<file path="config.mk">
export PLATFORM = sky130hd
export DESIGN_NAME = ir_pulse_distance_encoder_core
export DESIGN_NICKNAME = d
export VERILOG_FILES = /design/src/rtl/core/irpde_pkg.sv /design/src/rtl/core/irpde_front.sv /design/src/rtl/core/irpde_back.sv /design/src/rtl/core/ir_pulse_distance_encoder_core.sv
export SDC_FILE = /design/constraint.sdc
export NUM_CORES = 1
export LEC_CHECK = 0
export BUFFER_PORTS_ARGS = -buffer_cell sky130_fd_sc_hd__buf_2
export CORE_AREA = 2 2 111 140
export DETAILED_ROUTE_END_ITERATION = 10
export DIE_AREA = 0 0 113 142
export GPL_TIMING_DRIVEN = 0
export PLACE_DENSITY = 0.78
export SLEW_MARGIN = 30
export SYNTH_ARGS = -nofsm -noshare
export SYNTH_HDL_FRONTEND = slang
export SYNTH_HIERARCHICAL = 1
export SYNTH_SLANG_ARGS = --single-unit
export TNS_END_PERCENT = 100
</file>
<file path="constraint.sdc">
create_clock -name i_clk -period 4.55 [get_ports i_clk]
set_input_delay 0.91 -clock i_clk [delete_from_list [all_inputs] [get_ports i_clk]]
set_output_delay 0.91 -clock i_clk [all_outputs]
set_load 0.005 [all_outputs]
</file>
<file path="src/rtl/core/irpde_pkg.sv">
// ----------------------------------------------------------------------------
// irpde_pkg
// Shared types and constants of the IR pulse-distance encoder.
// ----------------------------------------------------------------------------
package irpde_pkg;

    localparam int unsigned DUR_W  = 16;
    localparam int unsigned BYTE_W = 8;
    localparam int unsigned IDX_W  = 5;
    localparam int unsigned ADDR_W = 3;

    // register indexes of the configuration port
    localparam logic [ADDR_W-1:0] REG_HEADER_MARK  = 3'd0;
    localparam logic [ADDR_W-1:0] REG_HEADER_SPACE = 3'd1;
    localparam logic [ADDR_W-1:0] REG_ONE_MARK     = 3'd2;
    localparam logic [ADDR_W-1:0] REG_ONE_SPACE    = 3'd3;
    localparam logic [ADDR_W-1:0] REG_ZERO_MARK    = 3'd4;
    localparam logic [ADDR_W-1:0] REG_ZERO_SPACE   = 3'd5;
    localparam logic [ADDR_W-1:0] REG_TRAILER_MARK = 3'd6;

    // reset values of the duration registers
    localparam logic [DUR_W-1:0] RST_HEADER_MARK  = 16'd9000;
    localparam logic [DUR_W-1:0] RST_HEADER_SPACE = 16'd4500;
    localparam logic [DUR_W-1:0] RST_ONE_MARK     = 16'd560;
    localparam logic [DUR_W-1:0] RST_ONE_SPACE    = 16'd1690;
    localparam logic [DUR_W-1:0] RST_ZERO_MARK    = 16'd560;
    localparam logic [DUR_W-1:0] RST_ZERO_SPACE   = 16'd560;
    localparam logic [DUR_W-1:0] RST_TRAILER_MARK = 16'd560;

    // symbol positions within one item: header, 16 bit symbols, trailer
    localparam logic [IDX_W-1:0] IDX_HEADER_MARK  = 5'd0;
    localparam logic [IDX_W-1:0] IDX_HEADER_SPACE = 5'd1;
    localparam logic [IDX_W-1:0] IDX_FIRST_BIT    = 5'd2;
    localparam logic [IDX_W-1:0] IDX_LAST_BIT     = 5'd17;
    localparam logic [IDX_W-1:0] IDX_TRAILER      = 5'd18;

    typedef struct packed {
        logic [DUR_W-1:0] hdr_burst;
        logic [DUR_W-1:0] hdr_gap;
        logic [DUR_W-1:0] one_burst;
        logic [DUR_W-1:0] one_gap;
        logic [DUR_W-1:0] zero_burst;
        logic [DUR_W-1:0] zero_gap;
        logic [DUR_W-1:0] tail_burst;
    } t_cfg;

    // classified item: byte plus first and last symbol position
    typedef struct packed {
        logic [BYTE_W-1:0] data;
        logic [IDX_W-1:0]  start_idx;
        logic [IDX_W-1:0]  end_idx;
    } t_job;

    typedef struct packed {
        logic             is_mark;
        logic [DUR_W-1:0] duration;
        logic             end_of_frame;
        logic             end_of_item;
    } t_sym;

endpackage

</file>
<file path="src/rtl/core/irpde_front.sv">
// ----------------------------------------------------------------------------
// irpde_front
// Accepts frame bytes, classifies them into symbol ranges, queues up to two jobs.
// ----------------------------------------------------------------------------
module irpde_front
    import irpde_pkg::*;
(
    input  logic              i_clk,
    input  logic              i_rst_n,
    input  logic              i_push,
    output logic              o_full,
    input  logic [BYTE_W-1:0] i_data_byte,
    input  logic              i_first_byte,
    input  logic              i_last_byte,
    output logic              o_job_valid,
    output t_job              o_job,
    input  logic              i_job_take
);

    t_job       r_q [2];
    logic       r_wr_ptr, n_wr_ptr;
    logic       r_rd_ptr, n_rd_ptr;
    logic [1:0] r_cnt, n_cnt;
    logic       wr_en, rd_en;
    t_job       job_in;

    assign o_full      = (r_cnt == 2'd2);
    assign o_job_valid = (r_cnt != 2'd0);
    assign o_job       = r_q[r_rd_ptr];
    assign wr_en       = i_push && !o_full;
    assign rd_en       = i_job_take && o_job_valid;

    always_comb begin
        job_in.data      = i_data_byte;
        job_in.start_idx = i_first_byte ? IDX_HEADER_MARK : IDX_FIRST_BIT;
        job_in.end_idx   = i_last_byte ? IDX_TRAILER : IDX_LAST_BIT;
    end

    always_comb begin
        n_wr_ptr = wr_en ? ~r_wr_ptr : r_wr_ptr;
        n_rd_ptr = rd_en ? ~r_rd_ptr : r_rd_ptr;
        n_cnt    = r_cnt + {1'b0, wr_en} - {1'b0, rd_en};
    end

    always_ff @(posedge i_clk) begin
        if (!i_rst_n) begin
            r_wr_ptr <= 1'b0;
            r_rd_ptr <= 1'b0;
            r_cnt    <= 2'd0;
        end else begin
            r_wr_ptr <= n_wr_ptr;
            r_rd_ptr <= n_rd_ptr;
            r_cnt    <= n_cnt;
        end
    end

    always_ff @(posedge i_clk) begin
        if (wr_en) begin
            r_q[r_wr_ptr] <= job_in;
        end
    end

`ifndef SYNTHESIS
    a_cnt_bound: assert property (@(posedge i_clk) disable iff (!i_rst_n)
        r_cnt != 2'd3)
        else $error("front queue count out of range");

    a_push_shows: assert property (@(posedge i_clk) disable iff (!i_rst_n)
        (wr_en && r_cnt == 2'd0) |=> o_job_valid)
        else $error("accepted beat not visible to back end");

    a_ptr_match: assert property (@(posedge i_clk) disable iff (!i_rst_n)
        (r_cnt == 2'd0 || r_cnt == 2'd2) |-> (r_wr_ptr == r_rd_ptr))
        else $error("front queue pointers disagree with count");
`endif

endmodule

</file>
<file path="src/rtl/core/irpde_back.sv">
// ----------------------------------------------------------------------------
// irpde_back
// Symbol sequencer: walks one job a symbol per cycle, while the result queue has room, into a 2-deep result queue.
// ----------------------------------------------------------------------------
module irpde_back
    import irpde_pkg::*;
(
    input  logic             i_clk,
    input  logic             i_rst_n,
    input  t_cfg             i_cfg,
    input  logic             i_job_valid,
    input  t_job             i_job,
    output logic             o_job_take,
    output logic             o_empty,
    input  logic             i_pop,
    output t_sym             o_sym
);

    // sequencer
    logic              r_busy, n_busy;
    logic [IDX_W-1:0]  r_idx, n_idx;
    logic [IDX_W-1:0]  r_end, n_end;
    logic [BYTE_W-1:0] r_byte, n_byte;

    // result queue
    t_sym       r_q [2];
    logic       r_wr_ptr, r_rd_ptr;
    logic [1:0] r_cnt;

    logic room, emit, done, pop_ok;
    t_sym sym;

    assign room       = (r_cnt != 2'd2);
    assign emit       = r_busy && room;
    assign done       = emit && (r_idx == r_end);
    assign o_job_take = i_job_valid && (!r_busy || done);
    assign pop_ok     = i_pop && (r_cnt != 2'd0);
    assign o_empty    = (r_cnt == 2'd0);
    assign o_sym      = r_q[r_rd_ptr];

    always_comb begin
        sym.is_mark      = ~r_idx[0];
        sym.end_of_frame = (r_idx == IDX_TRAILER);
        sym.end_of_item  = (r_idx == r_end);
        if (r_idx == IDX_HEADER_MARK) begin
            sym.duration = i_cfg.hdr_burst;
        end else if (r_idx == IDX_HEADER_SPACE) begin
            sym.duration = i_cfg.hdr_gap;
        end else if (r_idx == IDX_TRAILER) begin
            sym.duration = i_cfg.tail_burst;
        end else if (r_byte[BYTE_W-1]) begin
            sym.duration = r_idx[0] ? i_cfg.one_gap : i_cfg.one_burst;
        end else begin
            sym.duration = r_idx[0] ? i_cfg.zero_gap : i_cfg.zero_burst;
        end
    end

    always_comb begin
        n_busy = r_busy;
        n_idx  = r_idx;
        n_end  = r_end;
        n_byte = r_byte;
        if (o_job_take) begin
            n_busy = 1'b1;
            n_idx  = i_job.start_idx;
            n_end  = i_job.end_idx;
            n_byte = i_job.data;
        end else if (done) begin
            n_busy = 1'b0;
        end else if (emit) begin
            n_idx = r_idx + 1'b1;
            // advance to the next bit after its space symbol
            if (r_idx[0] && r_idx > IDX_HEADER_SPACE) begin
                n_byte = {r_byte[BYTE_W-2:0], 1'b0};
            end
        end
    end

    always_ff @(posedge i_clk) begin
        if (!i_rst_n) begin
            r_busy   <= 1'b0;
            r_wr_ptr <= 1'b0;
            r_rd_ptr <= 1'b0;
            r_cnt    <= 2'd0;
        end else begin
            r_busy   <= n_busy;
            r_wr_ptr <= emit ? ~r_wr_ptr : r_wr_ptr;
            r_rd_ptr <= pop_ok ? ~r_rd_ptr : r_rd_ptr;
            r_cnt    <= r_cnt + {1'b0, emit} - {1'b0, pop_ok};
        end
    end

    always_ff @(posedge i_clk) begin
        r_idx  <= n_idx;
        r_end  <= n_end;
        r_byte <= n_byte;
        if (emit) begin
            r_q[r_wr_ptr] <= sym;
        end
    end

`ifndef SYNTHESIS
    a_cnt_bound: assert property (@(posedge i_clk) disable iff (!i_rst_n)
        r_cnt != 2'd3)
        else $error("result queue count out of range");

    a_idx_range: assert property (@(posedge i_clk) disable iff (!i_rst_n)
        r_busy |-> (r_idx <= r_end && r_end >= IDX_LAST_BIT))
        else $error("symbol index past end of job");

    a_trailer_ends: assert property (@(posedge i_clk) disable iff (!i_rst_n)
        (emit && sym.end_of_frame) |-> (sym.end_of_item && sym.is_mark))
        else $error("trailer symbol not flagged as end of item");

    a_take_when_free: assert property (@(posedge i_clk) disable iff (!i_rst_n)
        o_job_take |-> (!r_busy || done))
        else $error("job taken while sequencer busy");
`endif

endmodule

</file>
<file path="src/rtl/core/ir_pulse_distance_encoder_core.sv">
// ----------------------------------------------------------------------------
// ir_pulse_distance_encoder_core
// IR pulse-distance transmit encoder: frame bytes in, mark/space symbols out.
// ----------------------------------------------------------------------------
//  channel   direction  handshake            payload
//  input     in         i_push / o_full      i_data_byte, i_first_byte, i_last_byte
//  result    out        o_empty / i_pop      o_is_mark, o_duration_us,
//                                            o_end_of_frame, o_end_of_item
//  config    in         i_cfg_wr_en          i_cfg_addr, i_cfg_wdata
//
//  The sequencer emits one symbol per cycle while the result queue has room: a
//  byte gives 16 symbols, 18 with a header, 17 with a trailer, 19 with both.
//  A 2-deep job queue takes bytes while the sequencer works; a 2-deep result
//  queue decouples the sequencer from pop.
//  Reset (synchronous) empties both queues and loads the default durations.
//  A full result queue holds the sequencer; bytes then collect in the job queue.
// ----------------------------------------------------------------------------
module ir_pulse_distance_encoder_core
    import irpde_pkg::*;
(
    input  logic              i_clk,
    input  logic              i_rst_n,
    input  logic              i_cfg_wr_en,
    input  logic [ADDR_W-1:0] i_cfg_addr,
    input  logic [DUR_W-1:0]  i_cfg_wdata,
    input  logic              i_push,
    output logic              o_full,
    input  logic [BYTE_W-1:0] i_data_byte,
    input  logic              i_first_byte,
    input  logic              i_last_byte,
    output logic              o_empty,
    input  logic              i_pop,
    output logic              o_is_mark,
    output logic [DUR_W-1:0]  o_duration_us,
    output logic              o_end_of_frame,
    output logic              o_end_of_item
);

    t_cfg r_cfg, n_cfg;
    logic job_valid, job_take;
    t_job job;
    t_sym sym;

    always_comb begin
        n_cfg = r_cfg;
        if (i_cfg_wr_en) begin
            case (i_cfg_addr)
                REG_HEADER_MARK:  n_cfg.hdr_burst  = i_cfg_wdata;
                REG_HEADER_SPACE: n_cfg.hdr_gap    = i_cfg_wdata;
                REG_ONE_MARK:     n_cfg.one_burst  = i_cfg_wdata;
                REG_ONE_SPACE:    n_cfg.one_gap    = i_cfg_wdata;
                REG_ZERO_MARK:    n_cfg.zero_burst = i_cfg_wdata;
                REG_ZERO_SPACE:   n_cfg.zero_gap   = i_cfg_wdata;
                REG_TRAILER_MARK: n_cfg.tail_burst = i_cfg_wdata;
                default:          n_cfg = r_cfg;
            endcase
        end
    end

    always_ff @(posedge i_clk) begin
        if (!i_rst_n) begin
            r_cfg.hdr_burst  <= RST_HEADER_MARK;
            r_cfg.hdr_gap    <= RST_HEADER_SPACE;
            r_cfg.one_burst  <= RST_ONE_MARK;
            r_cfg.one_gap    <= RST_ONE_SPACE;
            r_cfg.zero_burst <= RST_ZERO_MARK;
            r_cfg.zero_gap   <= RST_ZERO_SPACE;
            r_cfg.tail_burst <= RST_TRAILER_MARK;
        end else begin
            r_cfg <= n_cfg;
        end
    end

    irpde_front u_front (
        .i_clk        (i_clk),
        .i_rst_n      (i_rst_n),
        .i_push       (i_push),
        .o_full       (o_full),
        .i_data_byte  (i_data_byte),
        .i_first_byte (i_first_byte),
        .i_last_byte  (i_last_byte),
        .o_job_valid  (job_valid),
        .o_job        (job),
        .i_job_take   (job_take)
    );

    irpde_back u_back (
        .i_clk       (i_clk),
        .i_rst_n     (i_rst_n),
        .i_cfg       (r_cfg),
        .i_job_valid (job_valid),
        .i_job       (job),
        .o_job_take  (job_take),
        .o_empty     (o_empty),
        .i_pop       (i_pop),
        .o_sym       (sym)
    );

    assign o_is_mark      = sym.is_mark;
    assign o_duration_us  = sym.duration;
    assign o_end_of_frame = sym.end_of_frame;
    assign o_end_of_item  = sym.end_of_item;

endmodule

</file>
==> out/summary.txt, run 1 <==
Worst hold path stage count - 2
Clk_lat worst skew - 500 ps
Final setup viols - 0
WL/cell - 20.3 um
Critical Path Sink Type - flip-flop
Clock-pin slew on the worst setup and hold paths - 60 ps
Vias per cell - 5.77
ANT cells - 0
Num CTS Buffers - 21
Initial antenna violation count - 0
Starting DRC count in detailed routing - 404
Ys flop type - dfxtp_1
Status - finished, violations left
Crit-path max cell delay - 770 ps
Clock tree buffer depth - 3
Area of the multi-input gates - 3520 sq um
Largest net degree at the start of global routing - 20
Final ANT Viol Nets - 0
Ys async rst share - 0%
Max cap viols - 0
Setup repair bufs after CTS - 0
Slew HR - 38.2%
Synth Warn # - 6
Least-Margin Pin Slew - 925 ps
P_leak - 4.08 nW
Port Buffers - 50
Syn avg cell area - 12.4 sq um
CTS root buffer - clkbuf_16
Final hold violations - 0
Gate Count Post-Synth - 702
Layout Skew - 8.73 ps
DP HPWL - 13600 um
Seq/Total Area, Yosys - 55.1%
Area Growth Syn to Fin - 13.7%
Number of synthesized register bits - 201
R2R Setup Slk - 1240 ps
Post-CTS Hold Buffers - 0
Start of the worst register-to-register path - u_back/r_idx[0]
Boundary pin count - 55
Die W - 113 um
CTS Sinks - 201
Final WL - 19900 um
Reg area - 4800 sq um
Final net count - 824
Post-CTS Resized - 0
Required @ worst endpoint - 4740 ps
Hold Path End - r_cfg[65]
Number of synthesized flops with an enable pin - 78
Crit path DAT - 3500 ps
Pwr per Cell Area - 561 nW/um^2
Vias in the first global route - 6062
Setup TNS - 0 ps
GRT Total Usage - 25.4%
Fill count - 1060
Crit start category - flip-flop
CTS tree - yes
Worst IR drop on VDD - 376 uV
First-pass GRT wire length - 31800 um
Largest delay share family, worst path - buffers and inverters
Failing checks - design-rule violations
Worst r2r path cells - 9
Vias - 5650
Area of the mapped netlist - 8730 sq um
CP max FO - 10
Critical path class - flip-flop to flip-flop
Row cnt - 50
Startpoint of the worst hold path - r_cfg[65]
Period Utilization, post-route - 72.8%
Worst path bufs/invs - 4
Die area - 16000 sq um
Initial core utilization - 59.1%
Die Y - 142 um
Remaining Overflow, GRT - 0
Drt pass-1 iters - 9
H-tree depth - 1
Critical-path cell list - buf_4, buf_4, inv_1, ha_1, nor2_1, o21ai_0, nor3b_1, clkbuf_2, o21ai_0
Crit path time final - 3310 ps
RSZ-0062 raised after global routing - false
Worst min path class - flip-flop to flip-flop
Slew Viols, Final - 0
Remaining DRCs - 2
Proportion of layout cells with a drive suffix above 1 - 24.1%
R2r endpoint - u_back/r_q[1][9]
Gpl congestion - 0.807
Min Hold Slack - 457 ps
Cell variety after synth - 49
CP max-delay cell - nor3b_1
Core area - 14800 sq um
Fmax - 302 MHz
[Yosys cell counts, types with 4 or more instances]
cell	number	area, sq um
a222oi_1	16	160
and2_1	5	31.3
buf_2	15	75.1
buf_4	12	90.1
buf_6	5	56.3
clkbuf_1	18	67.6
dfxtp_1	123	2460
edfxtp_1	78	2340
ha_1	8	100
inv_1	25	93.8
mux2_2	35	394
mux2_4	7	105
mux2i_1	114	1140
mux4_2	16	360
nand2_1	106	398
nor2_1	8	30.0
nor2b_1	42	263
o21ai_0	14	70.1
o21ai_1	4	20.0
xnor2_1	11	96.3
[worst register-to-register path, cell delays in order (launching register included)]
cell,delay (ps)
edfxtp_1,480
buf_4,260
buf_4,240
inv_1,170
ha_1,270
nor2_1,80
o21ai_0,120
nor3b_1,770
clkbuf_2,370
o21ai_0,230
[metal layers]
metal / global-route usage, % / vias up / share of wire [%]
met5: 0 / - / 0
li1: - / 2629 / -
met3: 3.32 / 54 / 5.4
met1: 30.5 / 2767 / 38
met2: 45.4 / 200 / 52
met4: 11.2 / 0 / 4.2
[cells by family (layout without fill, tap and decap cells)]
| logic type | Yosys count | after routing | share of synthesized area, % |
|---|---|---|---|
| adder cells (fa/ha/maj) | 8 | 8 | 1.15 |
| flip-flops | 201 | 201 | 55.1 |
| AND/OR/NAND/NOR | 187 | 187 | 10.9 |
| buffers and inverters | 79 | 169 | 4.89 |
| other | 2 | 7 | 0.0861 |
| AO/OA/AOI/OAI | 39 | 39 | 3.50 |
| multiplexers | 172 | 172 | 22.9 |
| XOR/XNOR | 14 | 14 | 1.49 |
[layout by cell type (no fill, tap or decap), types with 12 or more instances in the layout]
master / Yosys / final
a222oi_1: 16 / 16
buf_2: 15 / 65
buf_4: 12 / 12
clkbuf_1: 18 / 23
clkbuf_16: 0 / 21
dfxtp_1: 123 / 123
edfxtp_1: 78 / 78
inv_1: 25 / 25
mux2_2: 35 / 35
mux2i_1: 114 / 114
mux4_2: 16 / 16
nand2_1: 106 / 106
nor2b_1: 42 / 42
o21ai_0: 14 / 14
[where the power goes]
group / internal, mW / switching (mW)
Clock: 0.968 / 0.675
Combinational: 0.711 / 0.832
Sequential: 2.26 / 0.123
[stage by stage]
step,power (mW),area [sq um],util (%),setup WS (ps),cells
2_1_floorplan,3.49,8750,-,2170,707
6_report,5.57,9930,67.2,1240,979
5_1_grt,5.82,9930,67.2,1050,979
4_1_cts,5.60,9910,67.1,1270,978
3_5_place_dp,3.95,9240,62.6,1300,940
3_3_place_gp,3.87,9220,62.5,1420,939
[flip-flops by register name (all words and copies together) (netlist names), named ones only]
| register | count |
|---|---|
| u_back/r_cnt | 2 |
| r_cfg | 112 |
| u_back/r_wr_ptr | 1 |
| u_front/r_cnt | 2 |
| u_back/r_rd_ptr | 1 |
| u_back/r_q | 38 |
| u_front/r_rd_ptr | 1 |
| u_front/r_q | 22 |
| u_front/r_wr_ptr | 1 |
| u_back/r_idx | 5 |
| u_back/r_busy | 1 |
| u_back/r_byte | 8 |
| u_back/r_end | 5 |
[worst max-delay path by stage]
stage / from / endpoint / slack, ps / depth (start not counted)
CTS: u_back/r_idx[0] / u_back/r_q[0][9] / 1270 / 9
finish: u_back/r_idx[0] / u_back/r_q[1][9] / 1240 / 9
detailed placement: u_back/r_idx[0] / u_back/r_q[1][9] / 1300 / 9
global placement: u_back/r_idx[0] / u_back/r_q[0][15] / 1420 / 9
global route: u_back/r_idx[0] / u_back/r_q[1][9] / 1050 / 9
floorplan: u_back/r_idx[0] / u_back/r_q[0][12] / 2170 / 9
[layout make-up]
cell class / instances / area share, %
buffer: 54 / 3.35
tap: 182 / 2.29
clock inverter: 5 / 0.340
inverter: 25 / 0.945
sequential: 201 / 48.4
clock buffer: 33 / 6.45
multi-input combinational: 427 / 35.5
timing repair buffer: 52 / 2.75
Note: power is estimated with default switching activity, not from simulation.
==> run 2, diff against run 1 <==
--- a/config.mk
+++ b/config.mk
@@ -6,11 +6,11 @@
 export NUM_CORES = 1
 export LEC_CHECK = 0
 export BUFFER_PORTS_ARGS = -buffer_cell sky130_fd_sc_hd__buf_2
-export CORE_AREA = 2 2 111 140
+export CORE_AREA = 2 2 116 146
 export DETAILED_ROUTE_END_ITERATION = 10
-export DIE_AREA = 0 0 113 142
+export DIE_AREA = 0 0 118 148
 export GPL_TIMING_DRIVEN = 0
-export PLACE_DENSITY = 0.78
+export PLACE_DENSITY = 0.75
 export SLEW_MARGIN = 30
 export SYNTH_ARGS = -nofsm -noshare
 export SYNTH_HDL_FRONTEND = slang
==> constraint.sdc (replaced) <==
create_clock -name i_clk -period 2.8 [get_ports i_clk]
set_input_delay 0.56 -clock i_clk [delete_from_list [all_inputs] [get_ports i_clk]]
set_output_delay 0.56 -clock i_clk [all_outputs]
set_load 0.005 [all_outputs]
==> out/summary.txt, run 2 (synthesis gave the netlist of run 1 again) <==
First-pass GRT wire length - 30900 um (-2.7%)
Min Hold Slack - 258 ps (-199 ps)
Worst hold path stage count - 1 (-1)
Slew HR - 38.1% (-0.072 points)
Clock-pin slew on the worst setup and hold paths - 70 ps (about the same)
Boundary pin count - 55 (unchanged)
RSZ-0062 raised after global routing - false
CP max FO - 10 (unchanged)
Largest regs - r_cfg: 112 flops, u_back/r_q: 38 flops, u_front/r_q: 22 flops
Layout Skew - 7.13 ps (-1.61 ps)
H-tree depth - 1 (unchanged)
Start of the worst register-to-register path - u_back/r_idx[0]
Pwr per Cell Area - 915 nW/um^2 (+63%)
Fmax - 378 MHz
Required @ worst endpoint - 2240 ps (-2500 ps)
Num CTS Buffers - 20 (-4.8%)
Reg area - 4800 sq um (unchanged)
Die Y - 148 um (+4.2%)
Die W - 118 um (+4.4%)
Post-DP Area - 9280 sq um (+0.46%)
Crit path DAT - 2090 ps (-1410 ps)
R2R Setup Slk - 230 ps (-1010 ps)
Period Utilization, post-route - 94.5%
R2r endpoint - u_back/r_q[1][14]
Final ANT Viol Nets - 0 (unchanged)
P_leak - 4.10 nW (+0.46%)
Final net count - 823 (-0.12%)
Critical path class - flip-flop to primary output
Clock tree buffer depth - 3 (unchanged)
Largest register FFs - 112 (unchanged)
Crit path time final - 2650 ps
Biggest register - r_cfg
Vias per cell - 5.52 (-4.3%)
Area of the multi-input gates - 3550 sq um (+0.75%)
Remaining DRCs - 0 (-2)
WL/cell - 19.3 um (-5.1%)
Proportion of layout cells with a drive suffix above 1 - 24.2% (+0.15 points)
Vias - 5569 (-1.4%)
Clk_lat worst skew - 490 ps (about the same)
Largest net degree at the start of global routing - 20 (unchanged)
Critical Path Sink Type - primary output
Remaining Overflow, GRT - 0 (unchanged)
CTS tree - yes
Max cap viols - 0 (unchanged)
CTS root buffer - clkbuf_16
Final core occ - 62.2% (-5.0 points)
Core area - 16100 sq um (+8.8%)
Most frequent cells in the layout - dfxtp_1, mux2i_1, nand2_1
GRT Total Usage - 22.7% (-2.7 points)
Pre-CTS setup slack - -456 ps (-1760 ps)
Post-CTS Hold Buffers - 0 (unchanged)
Vias in the first global route - 5909 (-2.5%)
Port Buffers - 50 (unchanged)
Cell area after layout - 9990 sq um (+0.69%)
Final hold violations - 0 (unchanged)
Hold Path End - u_front/r_q[0][6]
Drt pass-1 iters - 8 (-1)
Min setup slack post-route - 153 ps (-1080 ps)
Worst min path class - input pin to flip-flop
Non-Filler Instances - 1008 (+3.0%)
CTS Sinks - 201 (unchanged)
Startpoint of the worst hold path - i_data_byte[2]
Status - complete, no violations
Worst IR drop on VDD - 663 uV (+76%)
Area Growth Syn to Fin - 14.5%
Worst r2r path cells - 7 (-2)
Row cnt - 52 (+4.0%)
Fill count - 1265 (+19%)
Most common cell after layout, fill and taps aside - dfxtp_1
Gpl congestion - 0.819 (+1.6%)
ANT cells - 0 (unchanged)
DP HPWL - 13700 um (+0.23%)
Die area - 17500 sq um (+8.8%)
Crit start category - flip-flop
Setup TNS - 0 ps (unchanged)
Least-Margin Pin Slew - 928 ps (+3.08 ps)
Slew Viols, Final - 0 (unchanged)
Starting DRC count in detailed routing - 427 (+5.7%)
Final setup viols - 0 (unchanged)
Initial antenna violation count - 0 (unchanged)
Final WL - 19500 um (-2.3%)
Initial core utilization - 54.3% (-4.8 points)
Placed Cells - 974 (+3.6%)
Total Power - 9.15 mW (+64%)
run 2: changes by cell type in the layout (fill, tap and decap cells not counted), moves of 2 or more:
cell       before  now
bufinv_16       0    3
clkinv_2        2    4
clkbuf_8        7    1
clkbuf_1       23   19
run 2: how the worst max path moves through the flow:
| stage | endpoint | cells after the start | from |
|---|---|---|---|
| after global placement | u_back/r_q[0][14] | 9 | u_back/r_idx[0] |
| after global routing | o_duration_us[15] | 4 | flip-flop |
| final | o_duration_us[15] | 4 | flip-flop |
| after detailed placement | u_back/r_q[1][14] | 9 | u_back/r_idx[0] |
| after CTS | u_back/r_q[0][14] | 8 | u_back/r_idx[0] |
| after floorplan | u_back/r_q[0][12] | 9 | u_back/r_idx[0] |
run 2: what timing repair did:
item                       CTS  global route
gates resized for setup      5             1
buffers inserted             1             1
setup endpoints to repair   32            25
pin swaps                    0             1
run 2: worst max-delay path, stage by stage (launching register included):
cell and delay, ps:
dfxtp_1 300, buf_2 250, buf_1 490, mux2_2 420, buf_2 130
run 2: per-layer routing:
layer | global-route usage [%] | vias to the layer above | wire (um)
met5 | 0 | - | 0
met3 | 3.28 | 38 | 947
met2 | 41.7 | 178 | 10200
li1 | - | 2621 | -
met4 | 9.40 | 0 | 709
met1 | 26.5 | 2732 | 7600
run 2: where the power goes:
part           internal (mW)  leakage, nW  switching, mW
sequential              3.67         1.73          0.204
clock                   1.67        0.331           1.07
combinational           1.18         2.04           1.36
run 2: area by class of cell:
class,instances,share of cell area (%)
Inverter,25,0.939
Clock inverter,9,1.26
Tap cell,216,2.70
Timing Repair Buffer,53,2.77
Buffer,53,3.30
Clock buffer,24,5.47
Sequential cell,201,48.1
Multi-Input combinational cell,427,35.5
